`config.mk`:
```
export PLATFORM = sky130hd
export DESIGN_NAME = context_escape_encoder_unit
export DESIGN_NICKNAME = d
export VERILOG_FILES = /design/src/cee_pkg.sv /design/src/cee_in_stage.sv /design/src/cee_emit.sv /design/src/context_escape_encoder_unit.sv
export SDC_FILE = /design/constraint.sdc
export NUM_CORES = 1
export LEC_CHECK = 0
export ABC_AREA = 1
export ABC_CLOCK_PERIOD_IN_PS = 4800
export BUFFER_PORTS_ARGS = -buffer_cell sky130_fd_sc_hd__buf_2
export CAP_MARGIN = 15
export CORE_MARGIN = 8
export CORE_UTILIZATION = 52
export CTS_BUF_LIST = sky130_fd_sc_hd__clkbuf_4 sky130_fd_sc_hd__clkbuf_8 sky130_fd_sc_hd__clkbuf_16
export DETAILED_ROUTE_END_ITERATION = 6
export GPL_TIMING_DRIVEN = 0
export PLACE_DENSITY = 0.77
export RECOVER_POWER = 100
export SYNTH_ARGS = -nofsm -noshare
export SYNTH_HDL_FRONTEND = slang
export SYNTH_HIERARCHICAL = 1
export SYNTH_SLANG_ARGS = --single-unit
```
`constraint.sdc`:
```
create_clock -name clk_i -period 4.8 [get_ports clk_i]
set_input_delay 0.96 -clock clk_i [delete_from_list [all_inputs] [get_ports clk_i]]
set_output_delay 0.96 -clock clk_i [all_outputs]
set_load 0.005 [all_outputs]
```
`src/cee_pkg.sv`:
```
`timescale 1ns / 1ps
`default_nettype none

package cee_pkg;

  // Field widths
  localparam int unsigned CodeW  = 21;
  localparam int unsigned CtxW   = 3;
  localparam int unsigned IdxW   = 4;
  localparam int unsigned DataW  = 24;
  localparam int unsigned StrW   = 88;

  // Escape contexts
  localparam logic [CtxW-1:0] CTX_NET     = 3'd0;
  localparam logic [CtxW-1:0] CTX_LIB     = 3'd1;
  localparam logic [CtxW-1:0] CTX_QUOTED  = 3'd2;
  localparam logic [CtxW-1:0] CTX_EOL     = 3'd3;
  localparam logic [CtxW-1:0] CTX_FILE    = 3'd4;
  localparam logic [CtxW-1:0] CTX_NONE    = 3'd5;

  typedef enum logic [1:0] {
    KIND_PASS,
    KIND_DROP,
    KIND_TOKEN
  } kind_e;

  typedef enum logic [3:0] {
    TOK_SLASH,
    TOK_BRACE,
    TOK_COLON,
    TOK_DBLQUOTE,
    TOK_RETURN,
    TOK_BACKSLASH,
    TOK_LT,
    TOK_GT,
    TOK_BAR,
    TOK_TAB
  } tok_e;

  // Classified word handed from the input stage to the emitter
  typedef struct packed {
    logic             valid;
    kind_e            kind;
    tok_e             tok;
    logic [CodeW-1:0] code;
  } cls_t;

  // Token strings, right-aligned: first character in the highest used byte
  localparam logic [StrW-1:0] STR_SLASH     = StrW'("{slash}");
  localparam logic [StrW-1:0] STR_BRACE     = StrW'("{brace}");
  localparam logic [StrW-1:0] STR_COLON     = StrW'("{colon}");
  localparam logic [StrW-1:0] STR_DBLQUOTE  = StrW'("{dblquote}");
  localparam logic [StrW-1:0] STR_RETURN    = StrW'("{return}");
  localparam logic [StrW-1:0] STR_BACKSLASH = StrW'("{backslash}");
  localparam logic [StrW-1:0] STR_LT        = StrW'("{lt}");
  localparam logic [StrW-1:0] STR_GT        = StrW'("{gt}");
  localparam logic [StrW-1:0] STR_BAR       = StrW'("{bar}");
  localparam logic [StrW-1:0] STR_TAB       = StrW'("{tab}");

  function automatic logic [IdxW-1:0] tok_len(tok_e tok);
    logic [IdxW-1:0] len;
    unique case (tok)
      TOK_SLASH:     len = 4'd7;
      TOK_BRACE:     len = 4'd7;
      TOK_COLON:     len = 4'd7;
      TOK_DBLQUOTE:  len = 4'd10;
      TOK_RETURN:    len = 4'd8;
      TOK_BACKSLASH: len = 4'd11;
      TOK_LT:        len = 4'd4;
      TOK_GT:        len = 4'd4;
      TOK_BAR:       len = 4'd5;
      TOK_TAB:       len = 4'd5;
      default:       len = 4'd1;
    endcase
    return len;
  endfunction

  // Character at position idx of the token
  function automatic logic [7:0] tok_char(tok_e tok, logic [IdxW-1:0] idx);
    logic [StrW-1:0] str;
    logic [IdxW-1:0] len;
    logic [IdxW-1:0] rev;
    logic [7:0]      ch;
    unique case (tok)
      TOK_SLASH:     str = STR_SLASH;
      TOK_BRACE:     str = STR_BRACE;
      TOK_COLON:     str = STR_COLON;
      TOK_DBLQUOTE:  str = STR_DBLQUOTE;
      TOK_RETURN:    str = STR_RETURN;
      TOK_BACKSLASH: str = STR_BACKSLASH;
      TOK_LT:        str = STR_LT;
      TOK_GT:        str = STR_GT;
      TOK_BAR:       str = STR_BAR;
      TOK_TAB:       str = STR_TAB;
      default:       str = '0;
    endcase
    len = tok_len(tok);
    rev = len - 4'd1 - idx;
    if (idx < len) begin
      ch = str[{rev, 3'b000} +: 8];
    end else begin
      ch = 8'h00;
    end
    return ch;
  endfunction

endpackage

`default_nettype wire

```
`src/cee_in_stage.sv`:
```
`timescale 1ns / 1ps
`default_nettype none

module cee_in_stage (
  input  wire logic                       clk_i,
  input  wire logic                       rst_ni,
  input  wire logic [cee_pkg::CtxW-1:0]   ctx_i,
  input  wire logic                       s_axis_tvalid,
  output logic                            s_axis_tready,
  input  wire logic [cee_pkg::DataW-1:0]  s_axis_tdata,   // [20:0] char_code
  input  wire logic                       consume_i,
  output cee_pkg::cls_t                   cls_o
);
  import cee_pkg::*;

  localparam logic [CodeW-1:0] ChTab    = 21'h09;
  localparam logic [CodeW-1:0] ChLf     = 21'h0A;
  localparam logic [CodeW-1:0] ChCr     = 21'h0D;
  localparam logic [CodeW-1:0] ChDquote = 21'h22;
  localparam logic [CodeW-1:0] ChSlash  = 21'h2F;
  localparam logic [CodeW-1:0] ChColon  = 21'h3A;
  localparam logic [CodeW-1:0] ChLt     = 21'h3C;
  localparam logic [CodeW-1:0] ChGt     = 21'h3E;
  localparam logic [CodeW-1:0] ChBslash = 21'h5C;
  localparam logic [CodeW-1:0] ChLbrace = 21'h7B;
  localparam logic [CodeW-1:0] ChBar    = 21'h7C;

  logic             valid_q;
  logic [CodeW-1:0] code_q;
  logic             eol;
  kind_e            kind;
  tok_e             tok;

  // Take a new word when the register is empty or drains this cycle
  assign s_axis_tready = !valid_q || consume_i;

  always_ff @(posedge clk_i or negedge rst_ni) begin
    if (!rst_ni) begin
      valid_q <= 1'b0;
    end else if (s_axis_tvalid && s_axis_tready) begin
      valid_q <= 1'b1;
    end else if (consume_i) begin
      valid_q <= 1'b0;
    end
  end

  always_ff @(posedge clk_i) begin
    if (s_axis_tvalid && s_axis_tready) begin
      code_q <= s_axis_tdata[CodeW-1:0];
    end
  end

  // Classify the held character under the current context
  always_comb begin
    eol  = (code_q == ChLf) || (code_q == ChCr);
    kind = KIND_PASS;
    tok  = TOK_SLASH;
    unique case (ctx_i)
      CTX_NET: begin
        if (code_q == ChSlash) begin
          kind = KIND_TOKEN; tok = TOK_SLASH;
        end else if (eol) begin
          kind = KIND_DROP;
        end
      end
      CTX_LIB: begin
        if (code_q == ChLbrace) begin
          kind = KIND_TOKEN; tok = TOK_BRACE;
        end else if (code_q == ChColon) begin
          kind = KIND_TOKEN; tok = TOK_COLON;
        end else if (eol) begin
          kind = KIND_DROP;
        end
      end
      CTX_QUOTED: begin
        if (code_q == ChDquote) begin
          kind = KIND_TOKEN; tok = TOK_DBLQUOTE;
        end
      end
      CTX_EOL: begin
        if (eol) begin
          kind = KIND_TOKEN; tok = TOK_RETURN;
        end
      end
      CTX_FILE: begin
        kind = KIND_TOKEN;
        priority if (code_q == ChLbrace) tok = TOK_BRACE;
        else if (code_q == ChSlash)      tok = TOK_SLASH;
        else if (code_q == ChBslash)     tok = TOK_BACKSLASH;
        else if (code_q == ChDquote)     tok = TOK_DBLQUOTE;
        else if (code_q == ChLt)         tok = TOK_LT;
        else if (code_q == ChGt)         tok = TOK_GT;
        else if (code_q == ChBar)        tok = TOK_BAR;
        else if (code_q == ChColon)      tok = TOK_COLON;
        else if (code_q == ChTab)        tok = TOK_TAB;
        else if (eol)                    tok = TOK_RETURN;
        else                             kind = KIND_PASS;
      end
      default: begin
        kind = KIND_PASS;
      end
    endcase
  end

  assign cls_o = '{valid: valid_q, kind: kind, tok: tok, code: code_q};

endmodule

`default_nettype wire

```
`src/cee_emit.sv`:
```
`timescale 1ns / 1ps
`default_nettype none

module cee_emit (
  input  wire logic                       clk_i,
  input  wire logic                       rst_ni,
  input  wire cee_pkg::cls_t              cls_i,
  output logic                            consume_o,
  output logic                            m_axis_tvalid,
  input  wire logic                       m_axis_tready,
  output logic [cee_pkg::DataW-1:0]       m_axis_tdata,   // [20:0] out_code
  output logic                            m_axis_tlast    // last_of_run
);
  import cee_pkg::*;

  logic             out_valid_q, out_valid_d;
  logic [CodeW-1:0] out_code_q, out_code_d;
  logic             out_last_q, out_last_d;
  logic [IdxW-1:0]  idx_q, idx_d;
  logic             load;
  logic             tok_end;

  // Output register is free when empty or taken this cycle
  assign load    = !out_valid_q || m_axis_tready;
  assign tok_end = (idx_q == tok_len(cls_i.tok) - 4'd1);

  always_comb begin
    out_valid_d = out_valid_q;
    out_code_d  = out_code_q;
    out_last_d  = out_last_q;
    idx_d       = idx_q;
    consume_o   = 1'b0;
    if (load) begin
      out_valid_d = 1'b0;
    end
    if (cls_i.valid) begin
      unique case (cls_i.kind)
        KIND_DROP: begin
          consume_o = 1'b1;
        end
        KIND_PASS: begin
          if (load) begin
            out_valid_d = 1'b1;
            out_code_d  = cls_i.code;
            out_last_d  = 1'b1;
            consume_o   = 1'b1;
          end
        end
        KIND_TOKEN: begin
          // Advance one token character per free output slot
          if (load) begin
            out_valid_d = 1'b1;
            out_code_d  = CodeW'(tok_char(cls_i.tok, idx_q));
            out_last_d  = tok_end;
            if (tok_end) begin
              idx_d     = '0;
              consume_o = 1'b1;
            end else begin
              idx_d = idx_q + 4'd1;
            end
          end
        end
        default: begin
          consume_o = 1'b1;
        end
      endcase
    end
  end

  always_ff @(posedge clk_i or negedge rst_ni) begin
    if (!rst_ni) begin
      out_valid_q <= 1'b0;
      idx_q       <= '0;
    end else begin
      out_valid_q <= out_valid_d;
      idx_q       <= idx_d;
    end
  end

  always_ff @(posedge clk_i) begin
    out_code_q <= out_code_d;
    out_last_q <= out_last_d;
  end

  assign m_axis_tvalid = out_valid_q;
  assign m_axis_tdata  = DataW'(out_code_q);
  assign m_axis_tlast  = out_last_q;

endmodule

`default_nettype wire

```
`src/context_escape_encoder_unit.sv`:
```
// An accepted input word passes the input register and then the output register.
// Throughput: one word per cycle for pass-through characters while the output is
// not held back; an escaped character holds the input until all characters of its
// token (4 to 11) are sent, counted by the single token character counter.
// Dropped characters are consumed without waiting on the output and give no output.
// Reset (rst_ni, async low) empties both registers and sets the context to none.
`timescale 1ns / 1ps
`default_nettype none

module context_escape_encoder_unit (
  input  wire logic                       clk_i,
  input  wire logic                       rst_ni,
  input  wire logic                       cfg_valid_i,
  output logic                            cfg_ready_o,
  input  wire logic [cee_pkg::CtxW-1:0]   cfg_data_i,     // context select
  input  wire logic                       s_axis_tvalid,
  output logic                            s_axis_tready,
  input  wire logic [cee_pkg::DataW-1:0]  s_axis_tdata,   // [20:0] char_code
  output logic                            m_axis_tvalid,
  input  wire logic                       m_axis_tready,
  output logic [cee_pkg::DataW-1:0]       m_axis_tdata,   // [20:0] out_code
  output logic                            m_axis_tlast    // last_of_run
);
  import cee_pkg::*;

  logic [CtxW-1:0] ctx_q;
  cls_t            cls;
  logic            consume;

  // Context register
  assign cfg_ready_o = 1'b1;

  always_ff @(posedge clk_i or negedge rst_ni) begin
    if (!rst_ni) begin
      ctx_q <= CTX_NONE;
    end else if (cfg_valid_i && cfg_ready_o) begin
      ctx_q <= cfg_data_i;
    end
  end

  cee_in_stage u_in_stage (
    .clk_i         (clk_i),
    .rst_ni        (rst_ni),
    .ctx_i         (ctx_q),
    .s_axis_tvalid (s_axis_tvalid),
    .s_axis_tready (s_axis_tready),
    .s_axis_tdata  (s_axis_tdata),
    .consume_i     (consume),
    .cls_o         (cls)
  );

  cee_emit u_emit (
    .clk_i         (clk_i),
    .rst_ni        (rst_ni),
    .cls_i         (cls),
    .consume_o     (consume),
    .m_axis_tvalid (m_axis_tvalid),
    .m_axis_tready (m_axis_tready),
    .m_axis_tdata  (m_axis_tdata),
    .m_axis_tlast  (m_axis_tlast)
  );

endmodule

`default_nettype wire
```
# Yosys cells after proc, flatten, opt, wreduce, memory -nomap -nowiden
# Memory sizes are Yosys's and may differ from the RTL's.
# Cells that the tools add are included.
[op_classes]
add_sub_neg = 4
n_lt_le_gt_ge = 1
eq_ne = 19
shifts = 1
n_mux = 55
reduce_logical = 13
[op_table]
columns = ["cell", "n"]
rows = [
  ["$mux 88", 3],
  ["$eq 21x6->1 const B", 5],
  ["$shiftx 88x8->8", 1],
  ["$eq 21x4->1 const B", 3],
  ["$eq 21x7->1 const B", 3],
  ["$mux 4", 14],
  ["$mux 21", 2],
  ["$pmux 21 s2", 1],
  ["$mux 2", 16],
  ["$pmux 4 s4", 1],
  ["$mux 1", 13],
  ["$pmux 2 s5", 1],
  ["$mux 8", 1],
  ["$sub 4x1->4 const B", 2],
  ["$eq 3x2->1 const B", 2],
  ["$add 4x1->4 const B", 1],
  ["$eq 4x4->1", 1],
  ["$lt 4x4->1", 1],
  ["$ne 2x1->1 const B", 2],
  ["$pmux 1 s2", 2],
  ["$reduce_and 4->1", 1],
  ["$reduce_bool 2->1", 2],
  ["$sub 4x4->4", 1],
  ["$eq 3x1->1 const B", 1],
  ["10 further kinds", 13],
]
[totals]
regBits = 52
romBits = 1232
in_bits = 32
output_inout_bits = 28
wordCells = 103
mem_count = 3
[memory_table]
columns = ["memory", "words", "width", "read_ports", "rd_ports_with_merged_regs", "write_ports", "line_no", "rtl"]
rows = [
  ["(no name shown)", 16, 69, 1, 0, 0, "cee_pkg.sv:84", "unique case (tok)"],
  ["(no name shown)", 16, 4, 1, 0, 0, "cee_pkg.sv:62", "unique case (tok)"],
  ["(no name shown)", 16, 4, 1, 0, 0, "cee_pkg.sv:62", ""],
]

# Longest topological paths before layout
# Gate-level depths: netlist of run 1.
# An unclocked memory read counts as a cell.
[logic_depth]
ltp_word = 23
mapped_depth = 30
ltp_nobuf = 29

# By module
# Netlist of run 1, hierarchy kept.
[modules_own_cells]
columns = ["module", "instances", "cells_each", "area_each_um2"]
rows = [
  ["cee_emit", 1, 351, 2467.4],
  ["cee_in_stage", 1, 148, 1267.5],
  ["context_escape_encoder_unit", 1, 15, 126.4],
]

# Worst setup path after synthesis of run 1
# OpenSTA, ideal clock, no wires.
[synth_path]
path_kind = "flip-flop to flip-flop"
start = "register u_in_stage.code_q[9]"
end = "register u_in_stage.code_q[0] (enable)"
setup_ns = 0.406
arrival_ns = 4.199
required_ns = 4.394
setup_slack_ns = 0.195
stages_incl_launch_ff = 25
n_path_buf = 1
synth_period_minus_slack_ns = 4.605
cell_sequence = "edfxtp_1 -> or2_4 -> nor2_8 -> nand2_4 -> clkinv_2 -> buf_6 -> nand2_2 -> nand3_2 -> nor2_1 -> nand2_1 -> o211ai_1 -> inv_2 -> ha_1 -> inv_1 -> nand2_1 -> nand2_1 -> ha_1 -> xnor2_1 -> nor2_1 -> nand2_1 -> nor2_1 -> nand3_2 -> a21oi_2 -> inv_1 -> a21oi_1"
[synth_rtl]
columns = ["element", "line_no", "rtl"]
rows = [
  ["start: declaration", "cee_in_stage.sv:29", "logic [CodeW-1:0] code_q;"],
  ["start signal: assignment", "cee_in_stage.sv:49", "code_q <= s_axis_tdata[CodeW-1:0];"],
]

==> parameters.txt, run 1 <==
Parameter                              Value

GRT
  Global routing met2 resource utilization ... 29.8%
  Via count of the first global-routing pass ... approximately 3.3k
  Met1 capacity usage during global routing ... 22.9%
  Antenna violations before repair ... 0
  Total gr overflow ... 0
  Maximum number of pins on one net before global-route repair ... 17
  Global-route usage over all layers ... 18.0%
  Met3 global-route usage ... 4.02%
  Wire length of the first global-routing pass ... 14900 microns
  GRT Max-Usage Layer ... met2

Synth
  Cells taking the most area after synthesis ... edfxtp_1 33%, nand2_1 15%, inv_1 6.4%
  Sequential element share of the synthesized area ... 39.3%
  Synthesized netlist cell count ... 514
  Number of enable flip-flop cells after synthesis ... 43
  Leading cell types by count after synthesis ... 158 x nand2_1, 66 x inv_1, 64 x nor2_1
  Post-synth design cell area ... 3860 sq um
  Library cell with the highest instance count after synthesis ... nand2_1
  Yosys reg bits ... 52
  Async set-or-reset flop fraction in the synthesized netlist ... 17.3%
  Syn. warnings ... 6
  Mean instance size in the synthesized netlist ... 7.51 sq um
  Area leader, netlist ... edfxtp_1
  Top-area cell type share of the netlist area ... 33.4%
  Number of different library cells in the post-synthesis netlist ... 45
  Ys flop type ... edfxtp_1

STA
  Worst rel slew slack ... 52.1%
  Transition at the pin with the smallest max-transition slack ... slightly above 700 ps
  Number of hold violations in the final report ... 0
  Final worst path period share ... 95.1%
  Final critical path time including I/O delays and setup ... about 4600 ps
  Final number of max-transition violations ... 0
  Layout Skew ... 7.98 ps
  Final setup violating endpoints ... 0
  Setup tns final ... 0 ps
  Fmax ... 0.219 GHz

Clock tree
  TritonCTS clock tree ... yes
  Total number of clock tree sinks ... 52
  H-tree level count ... 2
  Number of buffers inserted for hold repair after clock tree synthesis ... 0
  Latest clock arrival within the worst-skew pair ... 310 ps
  Clock Root Buffer ... clkbuf_8
  Clock buffer count from CTS ... 5
  Clock Pin Slew Worst Setup and Hold Paths ... 90 ps
  Max clock buf depth ... 2

Detailed routing
  First DRT Iteration DRCs ... about 310
  First-pass iteration count of the detailed router ... 6
  Post-route DRC violation count ... 0
  Via-per-instance ratio ... between 5 and 6
  Detailed-route wire length per cell ... 13.9 microns
  Detailed-route wire length ... just under 10000 microns
  Remaining number of nets flagged by the antenna check after routing ... 0
  Vias after detailed routing ... 3572

Placed design
  Number of buffers added on ports ... 52
  HPWL after detailed placement ... 7160 microns
  Routability cong. ... 0.967

Critical path
  Data required time of the worst path ... 3840 ps
  Sort of element at the end of the critical path ... primary output
  Critical Path Slowest Stage Cell ... edfxtp_1
  Arrival time worst endpoint ... 3610 ps
  Crit path kind ... flip-flop to primary output
  Startpoint of the worst register-to-register path ... u_in_stage/code_q[16]
  Critical-path maximum fanout ... 5
  Crit-path max cell delay ... around 420 ps
  Launching instance or port of the critical path ... u_in_stage/code_q[16]
  Kind of start point of the critical path ... flip-flop

Floorplan
  Overall die area ... 10400 sq um
  Core region area ... a little over 7000 sq um
  Placement row count ... 31
  Effective utilization at floorplan ... ~54%
  Height of the die ... 102 microns
  Die W ... 102 microns
  Top-level I/O count ... 60

Cells and area
  Layout cells sized above 1 ... 23.2%
  Multi-input logic area ... 2050 sq um
  FF/Latch Area ... between 1500 and 2000 sq um
  Nets ... 642
  Antenna cells ... 0
  Fill cell total of the finished layout ... 637
  Signed area change from the synthesized netlist to the final layout ... 20.0%

Power and ir drop
  Overall power consumption ... 0.966 mW
  Peak ir drop on the vdd network ... 0.177 mV
  Power Dens Cells ... 208 nW/um^2
  Leakage ... 2.27 nW

Worst hold path
  Start point of the worst hold path ... ctx_q[0]
  Type of the most critical hold path ... flip-flop to flip-flop

Flow run
  Maximum Capacitance Violations ... 0

Run status
  Run status ... finished, final reports clean
-- path summary, 6_finish.rpt --
check	to	slack [ps]	cells after the start
max in group asynchronous	ctx_q[0]	3880	1
max reg2reg	u_emit/out_code_q[0]	660	28
max	s_axis_tready	230	27
min	ctx_q[0]	500	2
min in group asynchronous	async pin	570	1
min reg2reg	ctx_q[0]	500	2
-- through the flow --
step | hold WS [ps] | instances | setup WS (ps) | utilization, % | cell area, sq um
after floorplan | 462 | 516 | 195 | - | 3870
after global placement | 475 | 667 | -987 | 58.9 | 4250
after detailed placement | 483 | 669 | -303 | 59.4 | 4280
after CTS | 478 | 681 | 3.07 | 61.7 | 4450
after global routing | 518 | 694 | -43.5 | 64.2 | 4630
final | 498 | 694 | 234 | 64.2 | 4630
-- cells by family after synthesis --
family,after synthesis,share of synthesized area (%)
flops,52,39.3
compound gates,35,5.31
xor+xnor,6,1.36
simple gates,312,37.8
fa+ha+maj,16,5.38
buf+inv,91,10.6
other cells,2,0.194
-- timing repair --
| action | 4_1_cts | 5_1_grt |
|---|---|---|
| resized for setup | 6 | 22 |
| cloned | 0 | 1 |
| pin swaps | 2 | 12 |
| buffers inserted | 4 | 13 |
| setup endpoints to repair | 16 | 1 |
-- worst max-delay path: cells and delay by family (launching register included) --
family	cells	cell delay, ps
simple gates	16	1470
fa+ha+maj	2	390
flops	1	420
xor+xnor	1	120
compound gates	2	350
buf+inv	6	540
-- power by group --
group / internal [mW] / leakage, nW / switching (mW)
Sequential: 0.532 / 0.515 / 0.0185
Combinational: 0.0463 / 1.70 / 0.0734
Clock: 0.154 / 0.0541 / 0.142
-- final cells by class --
cell class	instances	share of cell area [%]
buffer	14	2.54
clock buffer	5	1.48
clock inverter	3	0.918
inverter	76	6.34
multi-input combinational	373	44.3
sequential	52	32.8
tap	99	2.67
timing repair buffer	72	8.94
-- state kept, by name, summed over array words and instances, names as in the netlist, named ones only --
name,count
u_emit/out_code_q,21
u_in_stage/code_q,21
u_emit/idx_q,4
ctx_q,3
u_emit/m_axis_tlast,1
u_in_stage/valid_q,1
-- routing by layer --
metal / vias to the layer above / part of all wire (%)
met5: - / 0
met4: 0 / 1.7
met3: 15 / 7.4
met2: 138 / 48
met1: 1629 / 43
li1: 1790 / -
-- cell usage in the layout, fill, tap and decap left out, types with 3 or more instances in the layout --
| cell type | instances |
|---|---|
| ha_1 | 13 |
| buf_2 | 36 |
| conb_1 | 4 |
| nand4_1 | 10 |
| nor2_1 | 58 |
| inv_1 | 66 |
| edfxtp_1 | 43 |
| buf_4 | 24 |
| nor2_8 | 3 |
| nor2_4 | 4 |
| nand2_4 | 6 |
| nand3_1 | 38 |
| nand3_2 | 3 |
| nor3_1 | 3 |
| inv_2 | 4 |
| clkbuf_8 | 5 |
| nand2_2 | 12 |
| buf_6 | 4 |
| a21oi_1 | 13 |
| nor3_2 | 5 |
| nand2_1 | 152 |
| clkbuf_1 | 19 |
| nor2_2 | 7 |
| xor2_1 | 4 |
| dfrtp_1 | 7 |
| o21ai_0 | 13 |
| inv_4 | 3 |
No activity file was read; power rests on OpenSTA's default activity.
==> run 2, diff against run 1 <==
--- a/config.mk
+++ b/config.mk
@@ -6,15 +6,15 @@
 export NUM_CORES = 1
 export LEC_CHECK = 0
 export ABC_AREA = 1
-export ABC_CLOCK_PERIOD_IN_PS = 4800
+export ABC_CLOCK_PERIOD_IN_PS = 5300
 export BUFFER_PORTS_ARGS = -buffer_cell sky130_fd_sc_hd__buf_2
-export CAP_MARGIN = 15
+export CAP_MARGIN = 5
 export CORE_MARGIN = 8
-export CORE_UTILIZATION = 52
+export CORE_UTILIZATION = 62
 export CTS_BUF_LIST = sky130_fd_sc_hd__clkbuf_4 sky130_fd_sc_hd__clkbuf_8 sky130_fd_sc_hd__clkbuf_16
 export DETAILED_ROUTE_END_ITERATION = 6
 export GPL_TIMING_DRIVEN = 0
-export PLACE_DENSITY = 0.77
+export PLACE_DENSITY_LB_ADDON = 0.2
 export RECOVER_POWER = 100
 export SYNTH_ARGS = -nofsm -noshare
 export SYNTH_HDL_FRONTEND = slang
==> constraint.sdc (replaced) <==
create_clock -name clk_i -period 5.3 [get_ports clk_i]
set_input_delay 1.06 -clock clk_i [delete_from_list [all_inputs] [get_ports clk_i]]
set_output_delay 1.06 -clock clk_i [all_outputs]
set_load 0.005 [all_outputs]
==> parameters.txt, run 2 (synthesis results as in run 1) <==
Parameter                              Value

Cells and area
  Design Area, Final ... 4430 sq um
  Signed area change from the synthesized netlist to the final layout ... 14.7%
  Layout cells sized above 1 ... 19.6%
  Top Registers ... u_emit/out_code_q x21, u_in_stage/code_q x21, u_emit/idx_q x4
  Final instance count without filler cells ... about 660
  Most frequent cells in the layout ... 157 x nand2_1, 67 x inv_1, 64 x nor2_1
  Nets ... 635
  Leading cell type in the layout, fill and taps excluded ... nand2_1
  Antenna cells ... 0

Floorplan
  Overall die area ... 9010 sq um
  Core region area ... 5960 sq um
  Placement row count ... 28
  Effective utilization at floorplan ... 64.8%
  Die W ... 94.9 microns
  Height of the die ... roughly 95 microns
  Top-level I/O count ... 60

Clock tree
  Clock Root Buffer ... clkbuf_8
  Latest clock arrival within the worst-skew pair ... 300 ps
  Max clock buf depth ... 2
  Total number of clock tree sinks ... 52
  Clock Pin Slew Worst Setup and Hold Paths ... 100 ps
  TritonCTS clock tree ... yes
  Clock buffer count from CTS ... 5
  H-tree level count ... 2
  Number of buffers inserted for hold repair after clock tree synthesis ... 0

STA
  Worst slack on hold paths ... 496 ps
  Transition at the pin with the smallest max-transition slack ... between 700 and 800 ps
  Final number of max-transition violations ... 0
  Layout Skew ... about 11 ps
  Final worst path period share ... between 90 and 100%
  Final critical path time including I/O delays and setup ... ~5000 ps
  Number of hold violations in the final report ... 0
  Fmax ... 0.202 GHz
  Final setup violating endpoints ... 0
  Worst rel slew slack ... 46.8%

Power and ir drop
  Leakage ... 2.21 nW
  Net Switching ... 0.216 mW
  Register share of total power ... 59.6%
  Logic pwr share ... 12.7%
  Internal power consumption ... approximately 0.62 mW
  Switch share ... 25.8%
  Clock group share of total power ... around 28%
  Peak ir drop on the vdd network ... between 0.15 and 0.2 mV
  Power Dens Cells ... 189 nW/um^2

Detailed routing
  First-pass iteration count of the detailed router ... 5
  Met3 WL ... 809 microns
  Post-route DRC violation count ... 0
  Detailed-route wire length ... 9900 microns
  Detailed-route wire length per cell ... 14.9 microns
  Met2 routed WL ... 4960 microns
  Vias after detailed routing ... 3573
  Top routing layer in use ... met4
  Remaining number of nets flagged by the antenna check after routing ... 0
  First DRT Iteration DRCs ... 301
  Length of routed wiring on met1 ... roughly 4000 microns
  Via-per-instance ratio ... around 5.4

Critical path
  Crit-path leading delay family ... simple AND/OR/NAND/NOR gates
  Crit path buf inv count ... 7
  Sort of element at the end of the critical path ... primary output
  Crit-path max cell delay ... 390 ps
  Critical Path Slowest Stage Cell ... edfxtp_1
  Arrival time worst endpoint ... a little under 4000 ps
  Critical-path maximum fanout ... 10
  Kind of start point of the critical path ... flip-flop
  Data required time of the worst path ... 4240 ps
  Crit path kind ... flip-flop to primary output
  CP dominant cell by count ... nand2_1

GRT
  Via count of the first global-routing pass ... 3549
  Total gr overflow ... 0
  Wire length of the first global-routing pass ... 15500 microns
  Maximum number of pins on one net before global-route repair ... 17
  Antenna violations before repair ... 0
  Global-route usage over all layers ... between 20% and 30%

Placed design
  Total placed cells including tap cells ... 645
  Routability cong. ... between 0.9 and 1
  Total cell area at the placement stage ... 4260 sq um
  HPWL after detailed placement ... 7480 microns
  Number of buffers added on ports ... 52

Flow run
  Maximum Capacitance Violations ... 0

Run status
  Run status ... finished, final reports clean

Worst hold path
  Type of the most critical hold path ... flip-flop to flip-flop
run 2: changes by cell type in the layout (fill, tap and decap cells not counted), moves of 4 or more:
cell     before  now
nand2_1     152  157
nor2_1       58   64
nor2_2        7    2
nand2_2      12    8
buf_4        24   17
run 2: area by class of cell:
cell class / count / area [sq um]
buffer: 15 / 115
clock buffer: 6 / 76.3
clock inverter: 2 / 16.3
fill: 472 / 1530
inverter: 76 / 293
multi-input combinational: 373 / 1980
sequential: 52 / 1520
tap: 75 / 93.8
timing repair buffer: 64 / 338
run 2: timing repair:
action	4_1_cts	5_1_grt
setup endpoints to repair	1	1
setup buffers	2	8
resized for setup	0	6
pin swaps	1	2
run 2: worst min-delay path, stage by stage (launching register included):
cell and delay, ps:
dfstp_2 400, nand2_1 60, nand2_1 40
run 2: worst paths after layout:
path	start	end	slack, ps	cells past startpoint
min	ctx_q[2]	ctx_q[2]	500	2
max	u_in_stage/code_q[9]	s_axis_tready	350	25
max reg2reg	u_in_stage/code_q[9]	u_in_stage/code_q[0]	990	25
min in group asynchronous	rst_ni	u_in_stage/valid_q	670	1
max in group asynchronous	rst_ni	ctx_q[2]	4270	1
min reg2reg	ctx_q[2]	ctx_q[2]	500	2
run 2: layer usage:
| layer | GRT usage [%] | vias to the layer above |
|---|---|---|
| met5 | 0 | - |
| met4 | 6.37 | 0 |
| met3 | 3.41 | 13 |
| met2 | 39.2 | 159 |
| met1 | 25.9 | 1628 |
| li1 | - | 1773 |
run 2: power by group through the flow:
stage          registers, mW  logic, mW  clock network [mW]
4_1_cts                0.498      0.108               0.234
2_1_floorplan          0.507     0.0565                   0
5_1_grt                0.503      0.120               0.243
3_5_place_dp           0.507      0.107                   0
6_report               0.499      0.106               0.231
3_3_place_gp           0.506     0.0968                   0
run 2: metrics by stage:
step                      setup TNS [ps]  worst slack [ps]  total power, mW  utilization (%)
final                                  0               347            0.837             74.3
after global routing               -12.6             -12.6            0.865             74.3
after CTS                              0               213            0.840             73.3
after detailed placement               0               213            0.614             71.5
after global placement             -6550              -313            0.603             70.9
after floorplan                        0               695            0.564                -
==> run 3, diff against run 2 <==
--- a/config.mk
+++ b/config.mk
@@ -6,15 +6,15 @@
 export NUM_CORES = 1
 export LEC_CHECK = 0
 export ABC_AREA = 1
-export ABC_CLOCK_PERIOD_IN_PS = 5300
+export ABC_CLOCK_PERIOD_IN_PS = 5590
 export BUFFER_PORTS_ARGS = -buffer_cell sky130_fd_sc_hd__buf_2
 export CAP_MARGIN = 5
 export CORE_MARGIN = 8
-export CORE_UTILIZATION = 62
+export CORE_UTILIZATION = 58
 export CTS_BUF_LIST = sky130_fd_sc_hd__clkbuf_4 sky130_fd_sc_hd__clkbuf_8 sky130_fd_sc_hd__clkbuf_16
 export DETAILED_ROUTE_END_ITERATION = 6
 export GPL_TIMING_DRIVEN = 0
-export PLACE_DENSITY_LB_ADDON = 0.2
+export PLACE_DENSITY = 0.81
 export RECOVER_POWER = 100
 export SYNTH_ARGS = -nofsm -noshare
 export SYNTH_HDL_FRONTEND = slang
==> constraint.sdc (replaced) <==
create_clock -name clk_i -period 5.59 [get_ports clk_i]
set_input_delay 1.118 -clock clk_i [delete_from_list [all_inputs] [get_ports clk_i]]
set_output_delay 1.118 -clock clk_i [all_outputs]
set_load 0.005 [all_outputs]
==> parameters.txt, run 3 (synthesis results as in run 1) <==
Parameter                              Value

Placed design
  Number of buffers added on ports ... 52
  Routability cong. ... ~0.94
  Total placed cells including tap cells ... 647
  HPWL after detailed placement ... roughly 7500 microns

Detailed routing
  Post-route DRC violation count ... 0
  Detailed-route wire length ... roughly 9700 microns
  First DRT Iteration DRCs ... 242
  Remaining number of nets flagged by the antenna check after routing ... 0
  Vias after detailed routing ... 3536
  First-pass iteration count of the detailed router ... 5
  Via-per-instance ratio ... approximately 5.4
  Detailed-route wire length per cell ... 14.8 microns

Floorplan
  Height of the die ... 97.6 microns
  Die W ... around 100 microns
  Top-level I/O count ... 60
  Overall die area ... around 9500 sq um
  Placement row count ... 29
  Core region area ... roughly 6400 sq um
  Effective utilization at floorplan ... about three fifths

STA
  Worst rel slew slack ... -11.8%
  Final number of max-transition violations ... 13
  Unrepaired setup endpoints after global routing ... false
  Fmax ... 0.190 GHz
  Number of hold violations in the final report ... 0
  Final setup violating endpoints ... 0
  Layout Skew ... between 7 and 8 ps
  Transition at the pin with the smallest max-transition slack ... 1660 ps
  Final worst path period share ... 94.2%
  Setup tns final ... 0 ps
  Final critical path time including I/O delays and setup ... 5270 ps

Critical path
  Crit-path max cell delay ... approximately 400 ps
  Arrival time worst endpoint ... 4150 ps
  Crit path buf inv count ... 7
  Data required time of the worst path ... 4470 ps
  Kind of start point of the critical path ... flip-flop
  Critical-path maximum fanout ... 10
  Sort of element at the end of the critical path ... primary output
  Crit path kind ... flip-flop to primary output
  Critical Path Slowest Stage Cell ... edfxtp_1
  CP dominant cell by count ... nand2_1
  Crit-path leading delay family ... simple AND/OR/NAND/NOR gates

Cells and area
  Antenna cells ... 0
  Final core area utilization ... 68.5%
  Most frequent cells in the layout ... 158 x nand2_1, 67 x inv_1, 64 x nor2_1
  Nets ... ~630
  Fill cell total of the finished layout ... around 550
  Leading cell type in the layout, fill and taps excluded ... nand2_1
  Signed area change from the synthesized netlist to the final layout ... 13.4%
  Top Registers ... u_emit/out_code_q x21, u_in_stage/code_q x21, u_emit/idx_q x4
  FF/Latch Area ... 1520 sq um
  Layout cells sized above 1 ... 16.4%
  Final instance count without filler cells ... 658
  Multi-input logic area ... between 1500 and 2000 sq um

GRT
  Met1 capacity usage during global routing ... 25.2%
  Total gr overflow ... 0
  Antenna violations before repair ... 0
  Global routing met2 resource utilization ... 33.5%
  Wire length of the first global-routing pass ... roughly 16000 microns
  Maximum number of pins on one net before global-route repair ... 19
  Via count of the first global-routing pass ... 3305
  Global-route usage over all layers ... 20.1%
  GRT Max-Usage Layer ... met2
  Met3 global-route usage ... 5.12%

Run status
  Run status ... finished with violations
  Violations in the final reports ... capacitance limit, slew limit

Power and ir drop
  Net Switching ... 0.196 mW
  Peak ir drop on the vdd network ... 0.197 mV
  Switch share ... 22.7%
  Logic pwr share ... 11.0%
  Internal power consumption ... 0.667 mW
  Power Dens Cells ... 197 nW/um^2
  Leakage ... between 2 and 2.5 nW
  Clock group share of total power ... 34.1%
  Register share of total power ... 54.9%

Clock tree
  H-tree level count ... 2
  Max clock buf depth ... 2
  Clock buffer count from CTS ... 5
  Total number of clock tree sinks ... 52
  Number of buffers inserted for hold repair after clock tree synthesis ... 0
  Clock Root Buffer ... clkbuf_8
  TritonCTS clock tree ... yes
  Latest clock arrival within the worst-skew pair ... 300 ps
  Clock Pin Slew Worst Setup and Hold Paths ... 90 ps

Worst hold path
  Type of the most critical hold path ... flip-flop to flip-flop

Flow run
  Maximum Capacitance Violations ... 1
## run 3: cell count changes in the layout (fill, tap and decap cells not counted), sizes merged
cell	before	now
buf	58	44
clkbuf	27	34
bufinv	0	2
clkinv	5	4
clkinvlp	1	0
## run 3: layout make-up
type                    count  area share, %
repair buffers             58           6.12
flip-flops and latches     52           34.7
clock inverters             2           1.37
clock buffers               5           1.57
multi-input cells         373           44.7
inverters                  76           6.69
well taps                  77           2.20
plain buffers              15           2.60
## run 3: per-stage QoR
stage | power [mW] | instance area (sq um) | worst slack (ps) | hold WS [ps]
floorplan | 0.534 | 3870 | 985 | 462
global placement | 0.573 | 4230 | -18.0 | 479
detailed placement | 0.582 | 4260 | 419 | 483
CTS | 0.876 | 4390 | 41.0 | 497
global route | 0.901 | 4380 | 5.08 | 538
finish | 0.863 | 4380 | 324 | 495
## run 3: what timing repair did
| action | CTS | global route |
|---|---|---|
| endpoints found under the setup margin | 0 | 1 |
| resized for setup | 0 | 6 |
| setup buffers | 0 | 4 |
## run 3: power by group through the flow
stage | Sequential [mW] | Clock (mW) | Combinational (mW)
floorplan | 0.481 | 0 | 0.0536
global route | 0.478 | 0.316 | 0.107
global placement | 0.481 | 0 | 0.0924
detailed placement | 0.481 | 0 | 0.101
CTS | 0.473 | 0.301 | 0.102
finish | 0.474 | 0.294 | 0.0951
## run 3: tightest hold or removal path, delay by kind of cell (launching register included)
family / cells / cell delay [ps]
and+or+nand+nor: 2 / 100
DFF: 1 / 400
## run 3: final timing paths
kind / end / slack [ps] / depth (start not counted) / start
min in group asynchronous: u_in_stage/valid_q / 730 / 1 / rst_ni
hold reg to reg: ctx_q[2] / 490 / 2 / ctx_q[2]
setup reg to reg: u_in_stage/code_q[6] / 500 / 26 / u_in_stage/code_q[13]
max in group asynchronous: ctx_q[2] / 4520 / 1 / rst_ni
setup / recovery: s_axis_tready / 320 / 26 / u_in_stage/code_q[13]
hold / removal: ctx_q[2] / 490 / 2 / ctx_q[2]
## run 3: layer usage
metal  part of all wire, %  wire, microns
met4                   1.0            102
met1                    44           4260
met3                   7.8            760
met2                    47           4600
met5                     0              0
